[config.mk]
export PLATFORM = sky130hd
export DESIGN_NAME = longest_prefix_match_router_top
export DESIGN_NICKNAME = d
export VERILOG_FILES = /design/src/rtl/lpm_pkg.sv /design/src/rtl/lpm_ram.sv /design/src/rtl/lpm_ctrl.sv /design/src/rtl/lpm_dp.sv /design/src/rtl/longest_prefix_match_router_top.sv
export VERILOG_INCLUDE_DIRS = /design/src /design/src/rtl
export SDC_FILE = /design/constraint.sdc
export NUM_CORES = 2
export LEC_CHECK = 0
export BUFFER_PORTS_ARGS = -buffer_cell sky130_fd_sc_hd__buf_2
export CAP_MARGIN = 10
export CORE_MARGIN = 5
export CORE_UTILIZATION = 51
export DETAILED_ROUTE_END_ITERATION = 12
export GPL_TIMING_DRIVEN = 1
export HOLD_SLACK_MARGIN = 0.15
export PLACE_DENSITY = 0.66
export SETUP_SLACK_MARGIN = 0.15
export SLEW_MARGIN = 25
export SYNTH_ARGS = -nofsm -noshare
export SYNTH_HDL_FRONTEND = slang
export SYNTH_MEMORY_MAX_BITS = 65536
export SYNTH_SLANG_ARGS = --single-unit
export TNS_END_PERCENT = 20
[constraint.sdc]
create_clock -name i_clk -period 10.8 [get_ports i_clk]
set_input_delay 1.62 -clock i_clk [delete_from_list [all_inputs] [get_ports i_clk]]
set_output_delay 1.62 -clock i_clk [all_outputs]
set_load 0.01 [all_outputs]
[src/rtl/assert_macros.svh]
// Assertion helpers for the RTL. Simulation builds get real concurrent
// assertions; synthesis builds see empty bodies.
`ifndef ASSERT_MACROS_SVH
`define ASSERT_MACROS_SVH

`ifndef SYNTHESIS

// The property must hold at every rising clock edge outside reset.
`define LPM_ASSERT(label, clk, rst_n, prop) \
    label: assert property (@(posedge clk) disable iff (!rst_n) (prop)) \
        else $error("lpm assertion failed");

// The expression must never be true at a rising clock edge outside reset.
`define LPM_NEVER(label, clk, rst_n, expr) \
    label: assert property (@(posedge clk) disable iff (!rst_n) !(expr)) \
        else $error("lpm forbidden condition seen");

`else

`define LPM_ASSERT(label, clk, rst_n, prop)

`define LPM_NEVER(label, clk, rst_n, expr)

`endif

`endif

[src/rtl/lpm_pkg.sv]
package lpm_pkg;

    localparam int ADDR_W  = 32;
    localparam int LEN_W   = 6;
    localparam int PORT_W  = 4;
    localparam int TTL_W   = 8;
    localparam int STAT_W  = 3;
    localparam int MAX_LEN = 32;
    localparam int PORT_N  = 2 ** PORT_W;

    // Operation codes of an input beat.
    localparam logic OP_ADD    = 1'b0;
    localparam logic OP_LOOKUP = 1'b1;

    // Result status codes.
    localparam logic [STAT_W-1:0] ST_FORWARDED   = 3'd0;
    localparam logic [STAT_W-1:0] ST_TTL_EXPIRED = 3'd1;
    localparam logic [STAT_W-1:0] ST_NO_ROUTE    = 3'd2;
    localparam logic [STAT_W-1:0] ST_ADDED       = 3'd3;
    localparam logic [STAT_W-1:0] ST_FULL        = 3'd4;

    typedef struct packed {
        logic              op;
        logic [ADDR_W-1:0] address;
        logic [LEN_W-1:0]  prefix_len;
        logic [ADDR_W-1:0] gateway;
        logic              has_gateway;
        logic [PORT_W-1:0] port_index;
        logic [TTL_W-1:0]  ttl_in;
    } t_in_beat;

    typedef struct packed {
        logic [STAT_W-1:0] status;
        logic [PORT_W-1:0] out_port;
        logic [ADDR_W-1:0] hop_address;
        logic [TTL_W-1:0]  ttl_out;
    } t_out_beat;

    // One route table entry as held in memory.
    typedef struct packed {
        logic [ADDR_W-1:0] prefix;
        logic [LEN_W-1:0]  length;
        logic [ADDR_W-1:0] gateway;
        logic              direct;
        logic [PORT_W-1:0] port;
    } t_entry;

    typedef enum logic [1:0] {
        S_IDLE,
        S_SCAN,
        S_DRAIN,
        S_DONE
    } t_state;

    // Commands from the controller to the datapath.
    typedef struct packed {
        logic load;
        logic scan;
        logic commit;
    } t_cmd;

    // Status from the datapath to the controller.
    typedef struct packed {
        logic quick;
        logic empty;
        logic last;
        logic out_free;
    } t_sts;

    // Network mask for a prefix length; lengths of 32 and above give all ones.
    function automatic logic [ADDR_W-1:0] len_mask(input logic [LEN_W-1:0] len);
        logic [ADDR_W-1:0] mask;
        if (len == '0) begin
            mask = '0;
        end else if (len >= LEN_W'(MAX_LEN)) begin
            mask = '1;
        end else begin
            mask = {ADDR_W{1'b1}} << (LEN_W'(MAX_LEN) - len);
        end
        return mask;
    endfunction

endpackage

[src/rtl/lpm_ram.sv]
module lpm_ram #(
    parameter int WIDTH = 8,
    parameter int DEPTH = 16
) (
    input  logic                                    i_clk,
    input  logic                                    i_we,
    input  logic [((DEPTH > 1) ? $clog2(DEPTH) : 1)-1:0] i_waddr,
    input  logic [WIDTH-1:0]                        i_wdata,
    input  logic [((DEPTH > 1) ? $clog2(DEPTH) : 1)-1:0] i_raddr,
    output logic [WIDTH-1:0]                        o_rdata
);

    logic [WIDTH-1:0] r_mem [DEPTH];
    logic [WIDTH-1:0] r_rdata;

    always_ff @(posedge i_clk) begin
        if (i_we) begin
            r_mem[i_waddr] <= i_wdata;
        end
        r_rdata <= r_mem[i_raddr];
    end

    assign o_rdata = r_rdata;

endmodule

[src/rtl/lpm_ctrl.sv]
module lpm_ctrl import lpm_pkg::*; (
    input  logic i_clk,
    input  logic i_rst_n,
    input  logic i_in_valid,
    input  t_sts i_sts,
    output t_cmd o_cmd,
    output logic o_in_stall
);

    t_state r_state;
    t_state n_state;

    always_ff @(posedge i_clk) begin
        if (!i_rst_n) begin
            r_state <= S_IDLE;
        end else begin
            r_state <= n_state;
        end
    end

    always_comb begin
        n_state = r_state;
        unique case (r_state)
            S_IDLE: begin
                if (i_in_valid) begin
                    n_state = (i_sts.quick || i_sts.empty) ? S_DONE : S_SCAN;
                end
            end
            S_SCAN: begin
                if (i_sts.last) begin
                    n_state = S_DRAIN;
                end
            end
            S_DRAIN: begin
                n_state = S_DONE;
            end
            S_DONE: begin
                if (i_sts.out_free) begin
                    n_state = S_IDLE;
                end
            end
        endcase
    end

    always_comb begin
        o_cmd      = '0;
        o_in_stall = 1'b1;
        unique case (r_state)
            S_IDLE: begin
                o_in_stall = 1'b0;
                o_cmd.load = i_in_valid;
            end
            S_SCAN: begin
                o_cmd.scan = 1'b1;
            end
            S_DRAIN: begin
                o_cmd = '0;
            end
            S_DONE: begin
                o_cmd.commit = i_sts.out_free;
            end
        endcase
    end

endmodule

[src/rtl/lpm_dp.sv]
module lpm_dp import lpm_pkg::*; #(
    parameter int ROUTES = 64,
    parameter int PORTS  = 16
) (
    input  logic      i_clk,
    input  logic      i_rst_n,
    input  t_in_beat  i_in,
    input  logic      i_out_stall,
    input  t_cmd      i_cmd,
    output t_sts      o_sts,
    output t_out_beat o_out,
    output logic      o_out_valid
);

    localparam int IW = (ROUTES > 1) ? $clog2(ROUTES) : 1;
    localparam int CW = $clog2(ROUTES + 1);
    localparam int EW = $bits(t_entry);

    // Interface index reduced modulo the interface count, one entry per code.
    logic [PORT_W-1:0] port_mod [PORT_N];

    for (genvar g = 0; g < PORT_N; g++) begin : g_port_mod
        assign port_mod[g] = PORT_W'(g % PORTS);
    end

    // Item held for the whole scan.
    logic              r_op;
    logic [ADDR_W-1:0] r_addr;
    logic [LEN_W-1:0]  r_len;
    logic [ADDR_W-1:0] r_gw;
    logic              r_direct;
    logic [PORT_W-1:0] r_port;
    logic [TTL_W-1:0]  r_ttl;

    // Scan position, fill count and compare stage.
    logic [IW-1:0]     r_idx;
    logic [CW-1:0]     r_count;
    logic              r_eval;
    logic [IW-1:0]     r_eval_idx;

    // Best entry so far (lookup) or exact hit (add).
    logic              r_found;
    logic [LEN_W-1:0]  r_best_len;
    logic [PORT_W-1:0] r_best_port;
    logic [ADDR_W-1:0] r_best_gw;
    logic              r_best_direct;
    logic [IW-1:0]     r_hit_idx;

    t_out_beat         r_out;
    logic              r_out_valid;
    t_out_beat         n_out;

    logic [EW-1:0]     ram_rdata;
    t_entry            rd_entry;
    t_entry            wr_entry;
    logic              ram_we;
    logic [IW-1:0]     ram_waddr;
    logic [ADDR_W-1:0] mask;
    logic              add_hit;
    logic              lkp_hit;
    logic              take;
    logic              full;

    lpm_ram #(
        .WIDTH (EW),
        .DEPTH (ROUTES)
    ) u_table (
        .i_clk   (i_clk),
        .i_we    (ram_we),
        .i_waddr (ram_waddr),
        .i_wdata (wr_entry),
        .i_raddr (r_idx),
        .o_rdata (ram_rdata)
    );

    assign rd_entry = t_entry'(ram_rdata);
    assign mask     = len_mask(rd_entry.length);
    assign full     = (r_count == CW'(ROUTES));

    always_comb begin
        add_hit = (rd_entry.prefix == r_addr) && (rd_entry.length == r_len) && !r_found;
        lkp_hit = (rd_entry.length <= LEN_W'(MAX_LEN))
               && ((r_addr & mask) == rd_entry.prefix)
               && (!r_found || (rd_entry.length > r_best_len));
        take    = r_eval && ((r_op == OP_ADD) ? add_hit : lkp_hit);
    end

    always_comb begin
        wr_entry.prefix  = r_addr;
        wr_entry.length  = r_len;
        wr_entry.gateway = r_gw;
        wr_entry.direct  = r_direct;
        wr_entry.port    = r_port;
        ram_we    = i_cmd.commit && (r_op == OP_ADD) && (r_found || !full);
        ram_waddr = r_found ? r_hit_idx : r_count[IW-1:0];
    end

    always_comb begin
        n_out = '0;
        if (r_op == OP_ADD) begin
            n_out.status = (r_found || !full) ? ST_ADDED : ST_FULL;
        end else if (r_ttl <= TTL_W'(1)) begin
            n_out.status = ST_TTL_EXPIRED;
        end else if (r_found) begin
            n_out.status      = ST_FORWARDED;
            n_out.out_port    = r_best_port;
            n_out.hop_address = r_best_direct ? r_addr : r_best_gw;
            n_out.ttl_out     = r_ttl - TTL_W'(1);
        end else begin
            n_out.status = ST_NO_ROUTE;
        end
    end

    always_ff @(posedge i_clk) begin
        if (i_cmd.load) begin
            r_op     <= i_in.op;
            r_addr   <= i_in.address;
            r_len    <= i_in.prefix_len;
            r_gw     <= i_in.has_gateway ? i_in.gateway : '0;
            r_direct <= !i_in.has_gateway;
            r_port   <= port_mod[i_in.port_index];
            r_ttl    <= i_in.ttl_in;
        end
        if (i_cmd.scan) begin
            r_eval_idx <= r_idx;
        end
        if (take) begin
            r_best_len    <= rd_entry.length;
            r_best_port   <= rd_entry.port;
            r_best_gw     <= rd_entry.gateway;
            r_best_direct <= rd_entry.direct;
            r_hit_idx     <= r_eval_idx;
        end
        if (i_cmd.commit) begin
            r_out <= n_out;
        end
    end

    always_ff @(posedge i_clk) begin
        if (!i_rst_n) begin
            r_idx       <= '0;
            r_count     <= '0;
            r_eval      <= 1'b0;
            r_found     <= 1'b0;
            r_out_valid <= 1'b0;
        end else begin
            r_eval <= i_cmd.scan;
            if (i_cmd.load) begin
                r_idx   <= '0;
                r_found <= 1'b0;
            end else begin
                if (i_cmd.scan) begin
                    r_idx <= r_idx + IW'(1);
                end
                if (take) begin
                    r_found <= 1'b1;
                end
            end
            if (i_cmd.commit && (r_op == OP_ADD) && !r_found && !full) begin
                r_count <= r_count + CW'(1);
            end
            if (i_cmd.commit) begin
                r_out_valid <= 1'b1;
            end else if (!i_out_stall) begin
                r_out_valid <= 1'b0;
            end
        end
    end

    always_comb begin
        o_sts.quick    = (i_in.op == OP_LOOKUP) && (i_in.ttl_in <= TTL_W'(1));
        o_sts.empty    = (r_count == '0);
        o_sts.last     = ((CW'(r_idx) + CW'(1)) == r_count);
        o_sts.out_free = !r_out_valid || !i_out_stall;
    end

    assign o_out       = r_out;
    assign o_out_valid = r_out_valid;

endmodule

[src/rtl/longest_prefix_match_router_top.sv]
// A beat is compared against each of the N stored routes in turn before its
// result is registered; an expired TTL or an empty table skips the scan.
// The scan reads one table entry per cycle through the single read port, and
// the input stays stalled until a beat's result is committed, so no new beat
// is taken while one is still being scanned.
// Reset (synchronous, active low) empties the table at once; there is no clearing pass.
`include "assert_macros.svh"

module longest_prefix_match_router_top import lpm_pkg::*; #(
    parameter int ROUTES = 64,
    parameter int PORTS  = 16
) (
    input  logic      i_clk,
    input  logic      i_rst_n,
    input  t_in_beat  i_in,
    input  logic      i_in_valid,
    output logic      o_in_stall,
    output t_out_beat o_out,
    output logic      o_out_valid,
    input  logic      i_out_stall
);

    // The controller sequences each beat: it takes the beat, walks the
    // table one entry per cycle unless the TTL has expired or the table is
    // empty, waits in the drain state for the last compare, and then commits
    // the result. Commands and status are the only link between the controller and the datapath.
    t_cmd w_cmd;
    t_sts w_sts;

    lpm_ctrl u_ctrl (
        .i_clk      (i_clk),
        .i_rst_n    (i_rst_n),
        .i_in_valid (i_in_valid),
        .i_sts      (w_sts),
        .o_cmd      (w_cmd),
        .o_in_stall (o_in_stall)
    );

    // The datapath owns the route memory and its fill count. Routes are
    // never removed, so valid entries always occupy the lowest indexes and
    // the fill count stands in for per-entry valid bits. An add that finds
    // no exact match appends at the fill count; a lookup keeps the first
    // entry with the longest matching length. The result sits in an output
    // register, so a new beat can be taken while a result is still stalled.
    lpm_dp #(
        .ROUTES (ROUTES),
        .PORTS  (PORTS)
    ) u_dp (
        .i_clk       (i_clk),
        .i_rst_n     (i_rst_n),
        .i_in        (i_in),
        .i_out_stall (i_out_stall),
        .i_cmd       (w_cmd),
        .o_sts       (w_sts),
        .o_out       (o_out),
        .o_out_valid (o_out_valid)
    );

    // A commit always presents a result beat in the next cycle.
    `LPM_ASSERT(a_commit_shows_beat, i_clk, i_rst_n, w_cmd.commit |=> o_out_valid)

    // A result beat that is still stalled is never overwritten by a commit.
    `LPM_NEVER(a_no_commit_over_stall, i_clk, i_rst_n, w_cmd.commit && o_out_valid && i_out_stall)

    // Once a beat is taken, the input side stalls until its result is committed.
    `LPM_ASSERT(a_accept_then_stall, i_clk, i_rst_n, (i_in_valid && !o_in_stall) |=> o_in_stall)

    // Table reads never overlap taking a beat or committing a result.
    `LPM_NEVER(a_scan_exclusive, i_clk, i_rst_n, w_cmd.scan && (w_cmd.load || w_cmd.commit))

endmodule
==> impl_metrics.json <==
{
  "outcome": "finished, final reports clean",
  "areaGrowthSynthToFinish_pct": 12.7,
  "dp_hpwl_um": 294000,
  "min_path_type": "register to register",
  "worst_slack_ns": 5.48,
  "ctsHoldBuffers": 0,
  "synthSimpleGateAreaFrac": 0.00878,
  "synth_top_family_by_area": "multiplexers",
  "drive_gt1_frac": 0.324,
  "slowest_stage": "buf_4",
  "synth_flop_cell": "edfxtp_1",
  "yosys-top-cells-count": "edfxtp_1, mux4_2, clkbuf_1, nor2_1",
  "async_reset_ff_frac": 0,
  "synth-edff-count": 4986,
  "path_class": "input port to register",
  "avgSynthCellArea_sq_um": 25.0,
  "clock-sinks": 5079,
  "clk_pin_slew_worst_paths_ns": 0.06,
  "die_y_um": 625,
  "wl_per_cell_um": 37.2,
  "tightest_slew_ns": 1.14,
  "vias": 89943,
  "syn_area_sq_mm": 0.193,
  "cts_tree": "done",
  "clockRootBuffer": "clkbuf_16",
  "ant_nets": 0,
  "crit_fanout": 51,
  "grt-ovfl-total": 0,
  "viasPerCell": 6.58,
  "min_period_ns": 5.32,
  "drt_pass1_iterations": 5,
  "yosys.area_share.adder": 0.00130,
  "global_route.usage.met1": 0.377,
  "leakagePower_nw": 65.1,
  "die-area_sq_mm": 0.390,
  "core_sq_mm": 0.376,
  "post-route-drc-count": 0,
  "ys_seq_elements": 5079,
  "cp-end-kind": "register",
  "top_usage_layer": "met2",
  "place.gp.congestion": 0.844,
  "port_buffers": 136,
  "first_global_vias": 89367,
  "cts_resized": 0,
  "grt_util_met2": 0.415,
  "yosys-top-cells-area": "edfxtp_1, mux4_2, dfxtp_1",
  "h-tree-depth": 5,
  "seq_area_frac_synth": 0.787,
  "initial_core_util": 0.513,
  "tns_ns": 0,
  "fmax_mhz": 188,
  "numCtsBuffers": 482,
  "syn_inst": 7696,
  "timing.final.crit_share": 0.492,
  "setup_viol": 0,
  "yosys.area.top_type": "edfxtp_1",
  "io-pin-count": 137,
  "synth.most_common_cell": "edfxtp_1",
  "fin_worst_skew_ns": 0.0730,
  "drv_cap": 0,
  "grt.met3_usage": 0.0404,
  "slew_violations": 0,
  "ir_drop_uv": 220,
  "worst_path_largest_cell_delay_ns": 0.75,
  "critPathLaunchType": "input port",
  "crit_arrival_ns": 5.92,
  "synth_top_area_share": 0.777,
  "synth_compound_area_frac": 0.00525,
  "clk_latency_ns": 1.00,
  "synth_fp_nets": 7804,
  "ys_types": 77,
  "die_w_um": 625,
  "clockBufferDepth": 4,
  "pre_cts_ws_ns": 4.46,
  "post_cts_buffers": 0,
  "initialDrtViolationCount": 13675,
  "nNetsFinal": 8328,
  "postRouteWirelength_um": 508000,
  "grtUsageTotal": 0.260,
  "hold_violations": 0,
  "grt_start_max_net_pins": 132,
  "grt_pass1_wl_um": 711000,
  "critPathMostFrequentCell": "buf_4",
  "relSlewSlack": 0.237,
  "p_per_area_mw_per_mm2": 214,
  "required_ns": 11.40,
  "synth-xor-area-share": 0.00309,
  "antenna_found_initial": 46,
  "synth_mux_area_frac": 0.186,
  "yosysWarningCount": 0,
  "rsz0062_at_grt": "false",
  "hold-worst-slack_ns": 0.378,
  "rows": 225,
  "crit_chain": "buf_2 -> a21boi_4 -> buf_4 -> nand2_1 -> nor2_1 -> nand2_1 -> nor2_4 -> buf_4 -> buf_4"
}
final cells by class:
| class | instances | area [sq um] |
|---|---|---|
| clock buffers | 611 | 12800 |
| fillers | 26253 | 159000 |
| flip-flops and latches | 5079 | 152000 |
| diodes | 43 | 108 |
| inverters | 35 | 131 |
| multi-input cells | 2187 | 39900 |
| repair buffers | 435 | 3290 |
| clock inverters | 293 | 2880 |
| well taps | 4994 | 6250 |
metrics by stage:
stage	power (mW)	util	instances	cell area [sq um]
after CTS	46.7	0.577	13631	217000
after floorplan	27.6	-	7696	193000
final	46.4	0.577	13677	217000
after detailed placement	30.1	0.535	12727	201000
after global placement	30.0	0.535	12724	201000
after global routing	47.9	0.577	13653	217000
registers in the layout, indices dropped and copies added (netlist names), 2 cells and up:
| name | cells |
|---|---|
| u_dp.r_best_len | 6 |
| u_dp.r_eval_idx | 6 |
| u_dp.r_addr | 32 |
| u_dp.r_best_gw | 32 |
| u_dp.r_idx | 6 |
| u_dp.o_out | 47 |
| u_dp.r_hit_idx | 6 |
| u_dp.u_table.o_rdata | 75 |
| u_dp.r_len | 6 |
| u_dp.r_ttl | 8 |
| u_dp.r_best_port | 4 |
| u_dp.r_gw | 32 |
| u_ctrl.r_state | 2 |
| u_dp.r_port | 4 |
| u_dp.u_table.r_mem | 4800 |
| u_dp.r_count | 7 |
cells in the final DEF, fill, tap and decap left out, drive strengths merged, types with 21 or more instances in the layout:
cell / instances
inv: 50
diode: 43
dfxtp: 93
a21oi: 21
nor2: 137
nand2: 58
o21ai: 26
buf: 435
edfxtp: 4986
mux4: 1575
clkinv: 210
mux2i: 38
xnor2: 47
clkbuf: 611
bufinv: 50
and2: 42
power breakdown:
part | total (mW) | internal (mW) | leakage, nW | switching [mW]
sequential | 23.1 | 22.8 | 45.7 | 0.282
combinational | 6.51 | 2.65 | 11.7 | 3.86
clock | 16.8 | 9.58 | 7.68 | 7.22
total | 46.4 | 35.0 | 65.1 | 11.4
worst paths after layout:
path | end | depth (start not counted) | start | slack [ns]
hold reg to reg | u_dp.r_best_gw[22] | 0 | u_dp.u_table.o_rdata[27] | 0.38
hold / removal | u_dp.r_best_gw[22] | 0 | u_dp.u_table.o_rdata[27] | 0.38
setup reg to reg | u_dp.r_best_port[3] | 10 | u_dp.u_table.o_rdata[38] | 5.52
setup / recovery | u_dp.u_table.r_mem[27][53] | 9 | i_out_stall | 5.48
cell families (layout without fill, tap and decap cells):
kind of cell / Yosys count / count (layout)
AOI/OAI and AO/OA: 139 / 139
xor gates and xnor gates: 67 / 67
adders and majority gates: 20 / 20
buffers and inverters: 430 / 1374
DFF: 5079 / 5079
muxes: 1615 / 1615
other: 0 / 43
and+or+nand+nor: 346 / 346
metal layers:
layer / part of all wire / vias to the layer above / routed length (um)
li1: - / 34591 / -
met1: 0.39 / 49324 / 196000
met2: 0.49 / 5236 / 248000
met3: 0.094 / 780 / 47700
met4: 0.034 / 12 / 17100
met5: 0.00018 / - / 93
worst max-delay path, delay by kind of cell:
kind                   cells  cell delay [ns]
AOI/OAI and AO/OA          1             0.14
and+or+nand+nor            4             1.93
buffers and inverters      4             2.00
Note: power is estimated with default switching activity, not from simulation.
